`config.mk`:
```
export PLATFORM = sky130hd
export DESIGN_NAME = ndg_ctrl
export DESIGN_NICKNAME = d
export VERILOG_FILES = /design/src/rtl/ndg_pkg.sv /design/src/rtl/ndg_ctrl.sv
export SDC_FILE = /design/constraint.sdc
export NUM_CORES = 1
export LEC_CHECK = 0
export BUFFER_PORTS_ARGS = -buffer_cell sky130_fd_sc_hd__buf_2
export CORE_AREA = 2 2 39 41
export CTS_CLUSTER_SIZE = 14
export DETAILED_ROUTE_END_ITERATION = 7
export DIE_AREA = 0 0 41 43
export MAX_ROUTING_LAYER = met4
export PLACE_DENSITY = 0.47
export SLEW_MARGIN = 10
export SYNTH_ARGS = -nofsm -noshare
export SYNTH_HDL_FRONTEND = slang
export SYNTH_SLANG_ARGS = --single-unit
```
`constraint.sdc`:
```
create_clock -name clk -period 1.3 [get_ports clk]
set_input_delay 0.26 -clock clk [delete_from_list [all_inputs] [get_ports clk]]
set_output_delay 0.26 -clock clk [all_outputs]
set_load 0.05 [all_outputs]
```
`src/rtl/ndg_pkg.sv`:
```
package ndg_pkg;

	// Grid shape
	localparam int DIMENSIONS = 2;
	localparam int MAX_SIDE   = 64;
	localparam int AXES       = 4;

	// Fixed field widths
	localparam int COORD_W    = 6;
	localparam int SIDE_W     = 7;
	localparam int COUNT_W    = 7;
	localparam logic [SIDE_W-1:0] SIDE_RESET = 7'd64;

	// Derived sizes
	localparam int AXIS_W   = (MAX_SIDE > 1) ? $clog2(MAX_SIDE) : 1;
	localparam int DEPTH    = MAX_SIDE ** DIMENSIONS;
	localparam int ADDR_W   = $clog2(DEPTH);
	localparam int WIN_SIZE = 3 ** DIMENSIONS;
	localparam int CNT_W    = $clog2(WIN_SIZE);

	// Request modes
	localparam logic [1:0] MODE_WRITE = 2'd0;
	localparam logic [1:0] MODE_READ  = 2'd1;
	localparam logic [1:0] MODE_COUNT = 2'd2;

	// Window step per axis: below, on, above the centre
	localparam logic [1:0] STEP_DOWN = 2'd0;
	localparam logic [1:0] STEP_ON   = 2'd1;
	localparam logic [1:0] STEP_UP   = 2'd2;

	typedef logic [1:0]                            mode_t;
	typedef logic [AXIS_W-1:0]                     axis_t;
	typedef logic [DIMENSIONS-1:0][AXIS_W-1:0]     axis_vec_t;
	typedef logic [DIMENSIONS-1:0][1:0]            digit_vec_t;
	typedef logic [ADDR_W-1:0]                     addr_t;

	// Controller to datapath
	typedef struct packed {
		logic take;        // ready for a request
		logic clear;       // clearing pass write
		logic write;       // store new alive bit
		logic read_centre; // read the addressed cell
		logic scan;        // read one window cell, step the window
		logic out_load;    // move result into the output register
	} cmd_t;

	// Datapath to controller
	typedef struct packed {
		logic  in_valid;
		mode_t in_mode;
		logic  in_err;
		logic  clr_last;
		logic  scan_last;
		logic  out_free;
	} status_t;

	// Linear cell address: sum of coord_k * MAX_SIDE^k
	function automatic addr_t cell_addr(input axis_vec_t p);
		addr_t a;
		a = '0;
		for (int k = DIMENSIONS - 1; k >= 0; k--) begin
			a = ADDR_W'(a * MAX_SIDE) + ADDR_W'(p[k]);
		end
		return a;
	endfunction

endpackage

```
`src/rtl/ndg_ctrl.sv`:
```
module ndg_ctrl import ndg_pkg::*; (
	input  logic    clk,
	input  logic    arst_n,
	input  status_t st,
	output cmd_t    cmd
);

	localparam logic [2:0] S_CLEAR = 3'd0;
	localparam logic [2:0] S_IDLE  = 3'd1;
	localparam logic [2:0] S_WRITE = 3'd2;
	localparam logic [2:0] S_READ  = 3'd3;
	localparam logic [2:0] S_SCAN  = 3'd4;
	localparam logic [2:0] S_DRAIN = 3'd5;
	localparam logic [2:0] S_DONE  = 3'd6;

	logic [2:0] state_q;
	logic [2:0] state_d;

	// Next state
	always_comb begin
		state_d = state_q;
		case (state_q)
			S_CLEAR: begin
				if (st.clr_last) state_d = S_IDLE;
			end
			S_IDLE: begin
				if (st.in_valid) begin
					if (st.in_err) begin
						state_d = S_DONE;
					end else begin
						case (st.in_mode)
							MODE_WRITE: state_d = S_WRITE;
							MODE_COUNT: state_d = S_SCAN;
							default:    state_d = S_READ;
						endcase
					end
				end
			end
			S_WRITE: state_d = S_DONE;
			S_READ:  state_d = S_DRAIN;
			S_SCAN: begin
				if (st.scan_last) state_d = S_DRAIN;
			end
			S_DRAIN: state_d = S_DONE;
			S_DONE: begin
				if (st.out_free) state_d = S_IDLE;
			end
			default: state_d = S_CLEAR;
		endcase
	end

	always_ff @(posedge clk or negedge arst_n) begin
		if (!arst_n) begin
			state_q <= S_CLEAR;
		end else begin
			state_q <= state_d;
		end
	end

	// Commands
	always_comb begin
		cmd             = '0;
		cmd.take        = (state_q == S_IDLE);
		cmd.clear       = (state_q == S_CLEAR);
		cmd.write       = (state_q == S_WRITE);
		cmd.read_centre = (state_q == S_READ);
		cmd.scan        = (state_q == S_SCAN);
		cmd.out_load    = (state_q == S_DONE) && st.out_free;
	end

	a_load_free: assert property (@(posedge clk) disable iff (!arst_n)
		cmd.out_load |-> st.out_free)
		else $error("result loaded into a full output register");

	a_scan_end: assert property (@(posedge clk) disable iff (!arst_n)
		(state_q == S_SCAN) && st.scan_last |=> (state_q == S_DRAIN))
		else $error("window scan did not end in drain");

	a_clear_blocks: assert property (@(posedge clk) disable iff (!arst_n)
		cmd.clear |-> !cmd.take && !cmd.out_load)
		else $error("request taken during clearing pass");

endmodule

```
* Word-level counts from Yosys, hierarchy flattened
Cells that the tools add are included.
** Word-level totals
- Bits of input ports :: 9
- Output and inout port bits :: 6
- Word-level logic and storage cells :: 24
- Bits in registers :: 3
** Cells by class
- Equal/unequal tests :: 11
- Reductions and logical operators :: 5
- Mux-type cells :: 7
** Operators by type and width (number)
- one-hot mux 3 bit (6 select lines) :: 1
- two-way mux 3 bit :: 5
- == test 3 bit (second input constant) :: 3
- inequality test 2 bit (second input constant) :: 4
- == test 3 x 2 -> 1 bit (second input constant) :: 2
- one-hot mux 3 bit (2 select lines) :: 1
- AND reduction 4 bit :: 1
- == test 3 x 1 -> 1 bit (second input constant) :: 1
- zero test 3 bit :: 1
- == test 2 bit (second input constant) :: 1
- zero test 2 bit :: 1
- OR reduction 2 bit :: 1
- logical AND 1 bit :: 1

* Depth between registers and ports, before layout
Gate-level depths: netlist of the first run.
- Depth after elaboration :: 5
- Depth in mapped cells :: 4

* Worst setup path after synthesis of the first run
No wires, ideal clock.
- Kind :: register to output
- From :: reg state_q[0]
- To :: out cmd[1] (netlist name)
- Data required time :: 1.040 ns
- Arrival time :: 1.586 ns
- Slack :: -0.546 ns
- Stages on the path, launching flop included :: 3
- Path through :: dfrtp_1 > buf_2 > nor3_1
** RTL lines
- start, declared :: line ndg_ctrl.sv:16 : logic [2:0] state_q;
- start signal, assigned :: line ndg_ctrl.sv:56 : state_q <= state_d;
- end, declared :: line ndg_ctrl.sv:5 : output cmd_t cmd

==> results of run 1 <==
## placed cells by master (no fill, tap or decap), drive strengths merged, types with 2 or more instances in the layout
cell	n
buf	22
clkbuf	4
nor2	4
dfrtp	3
nor3	2
nor2b	2
a21oi	2
inv	2
## worst register-to-register path, delay by kind of cell (launching register included)
kind / cells / cell delay [ns]
AO/OA/AOI/OAI: 2 / 0.45
buffers and inverters: 2 / 0.23
flip-flops: 1 / 0.47
## metrics by stage
stage | std cells | TNS [ns]
finish | 70 | -0.623
global route | 70 | -0.932
CTS | 69 | -0.651
detailed placement | 62 | 0
global placement | 62 | 0
floorplan | 30 | -0.286
## worst paths after layout
path,startpoint,end,slack [ns],depth (start not counted)
max in group asynchronous,arst_n,state_q[2],0.83,2
max reg2reg,state_q[2],state_q[1],0.10,4
max,state_q[1],cmd[0],-0.11,4
min in group clk,st[6],state_q[2],0.34,3
min reg2reg,state_q[0],state_q[0],0.61,2
min,arst_n,state_q[1],0.34,2
## cells by family after synthesis
kind of cell           count (synthesis)
DFF                                    3
and+or+nand+nor                       14
buffers and inverters                  5
AOI/OAI and AO/OA                      7
muxes                                  1
## synth_stat cells, drive strengths merged
library cell	number
a21o	1
a21oi	2
a221oi	1
and2	1
and3	1
buf	2
clkbuf	1
dfrtp	3
inv	2
mux2i	1
nand2	1
nand2b	1
nand3b	1
nor2	4
nor2b	2
nor3	2
o211a	1
o211ai	1
o311ai	1
or3	1
## final cells by class
type                    instances  area (sq um)  share of cell area (%)
flip-flops and latches          3          77.6                    14.8
multi-input cells              22           189                    36.0
repair buffers                 23           204                    38.9
clock buffers                   4          26.3                    5.01
well taps                      16          20.0                    3.82
inverters                       2          7.51                    1.43
## report_power, final
group / internal (mW) / total, mW / switching, mW
Clock: 0.116 / 0.175 / 0.0592
Sequential: 0.143 / 0.224 / 0.0810
Combinational: 0.447 / 0.932 / 0.484
Total: 0.706 / 1.33 / 0.624
## metal layers
| layer | track usage, % | part of all wire [%] |
|---|---|---|
| met5 | - | 0 |
| met4 | 8.00 | 1.3 |
| met3 | 4.71 | 8.8 |
| met2 | 17.2 | 55 |
| met1 | 12.0 | 34 |
## repair_timing
action / CTS / global route
setup endpoints to repair: 6 / 7
buffers inserted: 2 / 1
gates resized for setup: 24 / 3
hold buffers: 1 / 0
endpoints found under the hold margin: 3 / 0
gates cloned: 0 / 0
pin swaps: 1 / 2
==> impl_results.md, run 1 <==
- Worst Hold Slack: 0.340 ns
- Post-synthesis adder-cell area fraction: 0%
- Finish-stage setup viols: 6
- Boundary Pins: 15
- Max FFs per register: 3
- Number of global-route vias before repair: 336
- Area Growth Syn to Fin: 118%
- FF+latch count, synth: 3
- Compound-Gate Fraction of Synth Area: 21.9%
- Syn. warnings: 0
- Leak: 0.254 nW
- Fin. Hold Viols: 0
- # port buffers: 14
- Fin crit share: 109%
- Global-route wire length before repair: 1310 um
- Final WL: 796 um
- Std-Cell Rows: 14
- Skew final: 0.00700 ns
- Failing checks: negative setup slack
- Area of the die: 1760 sq um
- Die height: 43 um
- Post-Place Cell Area: 372 sq um
- H-Tree Depth: 1
- Total power: 1.33 mW
- Sequential fraction of the synthesis area: 31.3%
- Clock Tree Buf Depth: 2
- PwrDens: 2540 nW/um^2
- Top post-synthesis cells by area: dfrtp_1 31%, nor2_1 6.3%, nor2b_1 5.2%, buf_6 4.7%, a21oi_1 4.2%
- Crit-path slowest cell: dfrtp_2
- Vias after detailed routing: 314
- Syn Nets: 39
- Worst-margin pin slew: 0.341 ns
- CP arrival: 1.15 ns
- Final estimated routing congestion in global placement: 0.619
- Synth cell types: 21
- Startpoint types: flop
- Final core area utilization: 37.9%
- CTS tree: built
- Hpwl dp: 507 um
- Largest registers: state_q: 3 flops
- N_diodes: 0
- Worst hold path class: input port to async pin
- Root buf cell: clkbuf_4
- Status: finished with violations
- Largest net degree at the start of global routing: 9
- WP buf/inv: 2
- Critical path type: flop to output pin
- RSZ-0062 raised after global routing: true
- Simple-gate share of the synthesized area: 30.7%
- Drt via density: 4.49
- TritonCTS Buffers: 3
- DRC: 0
- Min cycle time layout: 1.41 ns
- Mux contribution to synthesized area: 4.17%
- Syn avg cell area: 8.01 sq um
- Fmax: 707 MHz
- Critical path cell sequence: buf_4 > nand2b_4 > nor2_4 > buf_8
- Max Slew Vio Count: 0
- Clk pin slew, worst setup/hold paths: 0.04 ns
- Largest family of logic cells by synthesized area: simple AND/OR/NAND/NOR gates
- Starting DRC count in detailed routing: 1
- Synth top area share: 31.3%
- Nets@finish: 64
- DP Worst Slack: 0.0271 ns
- Max incr delay on CP: 0.42 ns
- Die X: 41 um
- WL/cell: 11.4 um
- Most flops, register: state_q
- Critical path endpoint category: output pin
- Slew Limit Headroom: 77.0%
- DR pass1 iterations: 4
- GR Overflow Total: 0
- Fill count: 147
- Mapped Area: 240 sq um
- Final ANT Viol Nets: 0
- Post-Synth XOR/XNOR Area: 0%
- Design area: 524 sq um
- Core area: 1380 sq um
- Maximum vdd drop: 0.880 mV
- Synth Instances: 30
- Setup ws final: -0.114 ns
- Dominant cell type by area after synthesis: dfrtp_1
- Critical Path RT: 1.04 ns
- Kind of cell adding the most delay to the critical path: flip-flops
- Initial antenna violation count: 0
- Layout cells sized above 1: 64.8%
- Global Route Usage Sum: 11.6%
- Clock Latency Late Sink: 0.24 ns
- Starting utilization of the core area: 17.4%
- Max capacitance violation total: 0
- Crit-path max FO: 5
- Clock Sink Count: 3
No activity file was read; power rests on OpenSTA's default activity.
==> run 2: changes to the inputs <==
--- a/config.mk
+++ b/config.mk
@@ -7,12 +7,12 @@
 export LEC_CHECK = 0
 export BUFFER_PORTS_ARGS = -buffer_cell sky130_fd_sc_hd__buf_2
 export CORE_AREA = 2 2 39 41
+export CTS_BUF_LIST = sky130_fd_sc_hd__clkbuf_16
 export CTS_CLUSTER_SIZE = 14
 export DETAILED_ROUTE_END_ITERATION = 7
 export DIE_AREA = 0 0 41 43
 export MAX_ROUTING_LAYER = met4
 export PLACE_DENSITY = 0.47
-export SLEW_MARGIN = 10
 export SYNTH_ARGS = -nofsm -noshare
 export SYNTH_HDL_FRONTEND = slang
 export SYNTH_SLANG_ARGS = --single-unit
==> run 2 against run 1 <==
Compared with the run above:
- the run still ends with negative setup slack left
- final area up 12%
- combinational power up 3.3%
- maximum frequency up 0.81%
- flip-flop and latch count stayed put
- core utilization grew 4.5 points
- clock power grew to 2.7 times the previous value
- via count down 1.3%
- first-iteration DRC count down 100%
- die area unchanged
- worst hold slack worse by 0.0054 ns
- worst setup slack improved by 0.011 ns
- critical path type unchanged
- critical endpoint unchanged
- largest power group unchanged
- highest routed layer is now met3
==> impl_results.md, run 2 (synthesized netlist as in run 1, its figures left out) <==
- Status: finished with violations
- Failing checks: negative setup slack
- Fin. Hold Viols: 0
- Std-Cell Rows: 14
- Global Route Usage Sum: 10.8%
- Layout cells sized above 1: 67.3%
- Root buf cell: clkbuf_16
- # port buffers: 14
- Final estimated routing congestion in global placement: 0.619
- Global-route wire length before repair: 1240 um
- Setup ws final: -0.102 ns
- Fin crit share: 108%
- CP arrival: 1.14 ns
- Die X: 41 um
- Worst hold path class: input port to flop
- Final WL: 774 um
- DP Worst Slack: 0.0271 ns
- RSZ-0062 raised after global routing: true
- DR pass1 iterations: 1
- Startpoint types: flop
- Boundary Pins: 15
- Clock Tree Buf Depth: 2
- Max FFs per register: 3
- Initial antenna violation count: 0
- Clock Latency Late Sink: 0.22 ns
- Post-Place Cell Area: 372 sq um
- Nets@finish: 65
- Commonest non-fill, non-tap cell in the layout: buf_2
- Skew final: 0.00125 ns
- Clock Sink Count: 3
- Largest registers: state_q: 3 flops
- Design area: 587 sq um
- Clk pin slew, worst setup/hold paths: 0.03 ns
- PwrDens: 2830 nW/um^2
- Max Slew Vio Count: 0
- Critical path endpoint category: output pin
- DRC: 0
- Most flops, register: state_q
- Area Growth Syn to Fin: 144%
- Crit-path max FO: 5
- Largest net degree at the start of global routing: 9
- Final core area utilization: 42.4%
- N_diodes: 0
- WL/cell: 10.9 um
- Starting utilization of the core area: 17.4%
- Starting DRC count in detailed routing: 0
- Hpwl dp: 507 um
- Critical Path RT: 1.04 ns
- Area of the die: 1760 sq um
- Number of global-route vias before repair: 320
- Min cycle time layout: 1.40 ns
- H-Tree Depth: 1
- Finish-stage setup viols: 6
- Worst-margin pin slew: 0.257 ns
- Maximum vdd drop: 0.787 mV
- Max capacitance violation total: 0
- Most frequent cells in the layout: 8 x buf_2, 6 x buf_4, 5 x buf_6
- Critical path type: flop to output pin
- Slew Limit Headroom: 82.6%
- GR Overflow Total: 0
- Leak: 0.288 nW
- Die height: 43 um
- CTS tree: built
- TritonCTS Buffers: 3
- Core area: 1380 sq um
- Drt via density: 4.37
- Final ANT Viol Nets: 0
- Fmax: 713 MHz
- Vias after detailed routing: 310
[run 2: worst max-delay path, stage by stage, from the launching register on]
cell	delay, ns
dfrtp_2	0.42
buf_4	0.14
nand2b_4	0.07
nor2_4	0.13
buf_8	0.15
[run 2: area by class of cell]
class                           instances  area [sq um]
Tap cell                               16          20.0
Inverter                                2          7.51
Timing Repair Buffer                   24           211
Fill cell                             144           797
Multi-Input combinational cell         22           191
Clock buffer                            3          75.1
Clock inverter                          1          3.75
Sequential cell                         3          77.6
[run 2: power by group]
part | total [mW] | switching (mW) | internal [mW] | leakage [nW]
logic | 0.963 | 0.494 | 0.469 | 0.212
clock network | 0.480 | 0.0838 | 0.397 | 0.0423
registers | 0.217 | 0.0733 | 0.143 | 0.0337
total | 1.66 | 0.651 | 1.01 | 0.288
[run 2: path summary, 6_finish.rpt]
check	start	end	slack (ns)	depth (start not counted)
setup / recovery	state_q[1]	cmd[0]	-0.10	4
hold reg to reg	state_q[0]	state_q[0]	0.61	2
min in group asynchronous	arst_n	state_q[0]	0.36	2
setup reg to reg	state_q[2]	state_q[0]	0.11	4
max in group asynchronous	arst_n	state_q[2]	0.82	2
hold / removal	st[6]	state_q[2]	0.33	3
[run 2: what timing repair did]
action                                 4_1_cts  5_1_grt
gates resized for setup                     24        5
buffers inserted                             2        2
pin swaps                                    1        3
cloned                                       0        0
hold buffers                                 1        0
setup endpoints to repair                    6        7
endpoints found under the hold margin        3        0
[run 2: routing by layer]
metal | vias up | share of wire [%] | track usage, %
met3 | 0 | 7.6 | 4.71
li1 | 158 | - | -
met2 | 9 | 54 | 16.3
met4 | 0 | 0 | 6.00
met1 | 143 | 38 | 11.3
met5 | - | 0 | -
[run 2: per-stage QoR]
step,setup TNS (ns),hold WS [ns],power [mW],instances
after floorplan,-0.286,-0.0356,0.683,30
after global placement,0,0.0597,0.852,62
after detailed placement,0,0.0594,0.852,62
after CTS,-0.539,0.333,1.59,69
after global routing,-0.710,0.369,1.75,71
final,-0.482,0.335,1.66,71
==> run 3: changes to the inputs <==
==> constraint.sdc (replaced) <==
create_clock -name clk -period 1.3 [get_ports clk]
set_input_delay 0.13 -clock clk [delete_from_list [all_inputs] [get_ports clk]]
set_output_delay 0.13 -clock clk [all_outputs]
set_load 0.05 [all_outputs]
==> run 3 against run 2 <==
Compared with the run above:
- the flow now finishes without violations
- total power decreased by 17%
- final area decreased by 18%
- worst setup slack improved by 0.15 ns
- combinational power decreased by 31%
- worst hold slack got worse by 0.13 ns
- maximum frequency increased by 12%
- sequential share of layout area increased by 3.2 points
- clock-buffer cell count unchanged
- largest cell class is now multi-input combinational cells
==> impl_results.md, run 3 (synthesized netlist as in run 1, its figures left out) <==
- # port buffers: 14
- Final ANT Viol Nets: 0
- Layout cells sized above 1: 56.0%
- Leak: 0.248 nW
- Reg2Reg Depth: 4
- Vias after detailed routing: 289
- Clock Sink Count: 3
- DRC: 0
- Clock Latency Late Sink: 0.22 ns
- Wire length on met1: 319 um
- Placed Instances: 58
- Most flops, register: state_q
- R2R Path End: state_q[0]
- Commonest non-fill, non-tap cell in the layout: buf_2
- Area of the die: 1760 sq um
- Worst-margin pin slew: 0.383 ns
- Largest net degree at the start of global routing: 10
- Hold depth: 3
- Fin crit share: 96.5%
- Final core area utilization: 34.7%
- R2R Setup Slk: 0.14 ns
- Area Growth Syn to Fin: 100%
- Starting utilization of the core area: 17.4%
- Clock Tree Buf Depth: 2
- Fmax: 797 MHz
- Starting DRC count in detailed routing: 2
- RR Startpoint: state_q[2]
- Skew final: 0.00226 ns
- Sequential power share: 16.7%
- Fin. Hold Viols: 0
- Seq. cell area: 78.8 sq um
- Worst Hold Slack: 0.201 ns
- Max capacitance violation total: 0
- Crit-path max FO: 9
- Final WL: 713 um
- Routed met3 length: 25 um
- Max FFs per register: 3
- N_diodes: 0
- Hpwl dp: 522 um
- Final TNS setup: 0 ns
- Maximum vdd drop: 0.824 mV
- Post-Place Cell Area: 327 sq um
- Die X: 41 um
- Global Route Usage Sum: 9.04%
- TritonCTS Buffers: 3
- Root buf cell: clkbuf_16
- Boundary Pins: 15
- CP arrival: 1.12 ns
- Total power: 1.37 mW
- Startpoint types: flop
- CTS tree: built
- Min cycle time layout: 1.25 ns
- Worst hold path class: input port to flop
- Uppermost layer routed: met3
- Max Slew Vio Count: 0
- Post-route insts no fill: 66
- Critical Path RT: 1.17 ns
- Number of global-route vias before repair: 251
- Comb power frac: 48.3%
- Final estimated routing congestion in global placement: 0.641
- Finish-stage setup viols: 0
- Drt via density: 4.38
- Area of the multi-input gates: 154 sq um
- Most frequent cells in the layout: 9 x buf_2, 5 x buf_6, 4 x buf_4
- Nets@finish: 60
- Hold-critical path endpoint: state_q[2]
- Sw power: 544 uW
- Fill count: 148
- Switching share of power: 39.7%
- Clock share of power: 35.0%
- Core area: 1380 sq um
- Status: completed
- Die height: 43 um
- Clk pin slew, worst setup/hold paths: 0.03 ns
- Std-Cell Rows: 14
- RSZ-0062 raised after global routing: true
- Critical path type: flop to output pin
- Internal power: 826 uW
- Design area: 480 sq um
- H-Tree Depth: 1
- Largest registers: state_q: 3 flops
- Setup ws final: 0.0458 ns
- Routed length on met2: 368 um
- GR Overflow Total: 0
- WL/cell: 10.8 um
- Critical path endpoint category: output pin
- DP Worst Slack: 0.106 ns
- Worst Hold Launch: st[6]
- DR pass1 iterations: 2
- Slew Limit Headroom: 74.1%
- PwrDens: 2850 nW/um^2
- Initial antenna violation count: 0
- Global-route wire length before repair: 1060 um
[run 3: how the worst max path moves through the flow]
stage	from	endpoint	slack [ns]
after floorplan	state_q[0]	cmd[1]	-0.42
after CTS	state_q[1]	cmd[5]	0.003
after global placement	state_q[0]	cmd[0]	0.12
after detailed placement	state_q[2]	cmd[1]	0.11
final	state_q[2]	cmd[5]	0.05
after global routing	state_q[2]	cmd[5]	-0.01
[run 3: cell type report]
type | instances | share of cell area [%]
Clock buffer | 3 | 15.6
Clock inverter | 1 | 0.781
Inverter | 2 | 1.56
Multi-Input combinational cell | 22 | 32.0
Sequential cell | 3 | 16.4
Tap cell | 16 | 4.17
Timing Repair Buffer | 19 | 29.4
[run 3: per-layer routing]
metal  vias up  track usage [%]
met5         -                -
met4         0             4.00
met3         0             1.57
met2         8             13.4
met1       136             11.5
li1        145                -
[run 3: power groups by stage]
stage,Sequential [mW],Clock (mW),Combinational [mW]
final,0.228,0.480,0.663
after global routing,0.243,0.501,0.716
after CTS,0.243,0.490,0.573
after detailed placement,0.228,0,0.508
after global placement,0.225,0,0.510
after floorplan,0.147,0,0.501
[run 3: critical path: stages (launching register included)]
cell and delay (ns):
dfrtp_2 0.45, nor2_1 0.13, and2_1 0.16, buf_6 0.16
[run 3: timing repair]
action                                 4_1_cts  5_1_grt
setup endpoints to repair                    6        4
endpoints found under the hold margin        3        0
resized for setup                           12        6
hold buffers                                 1        0
buffers inserted                             0        3
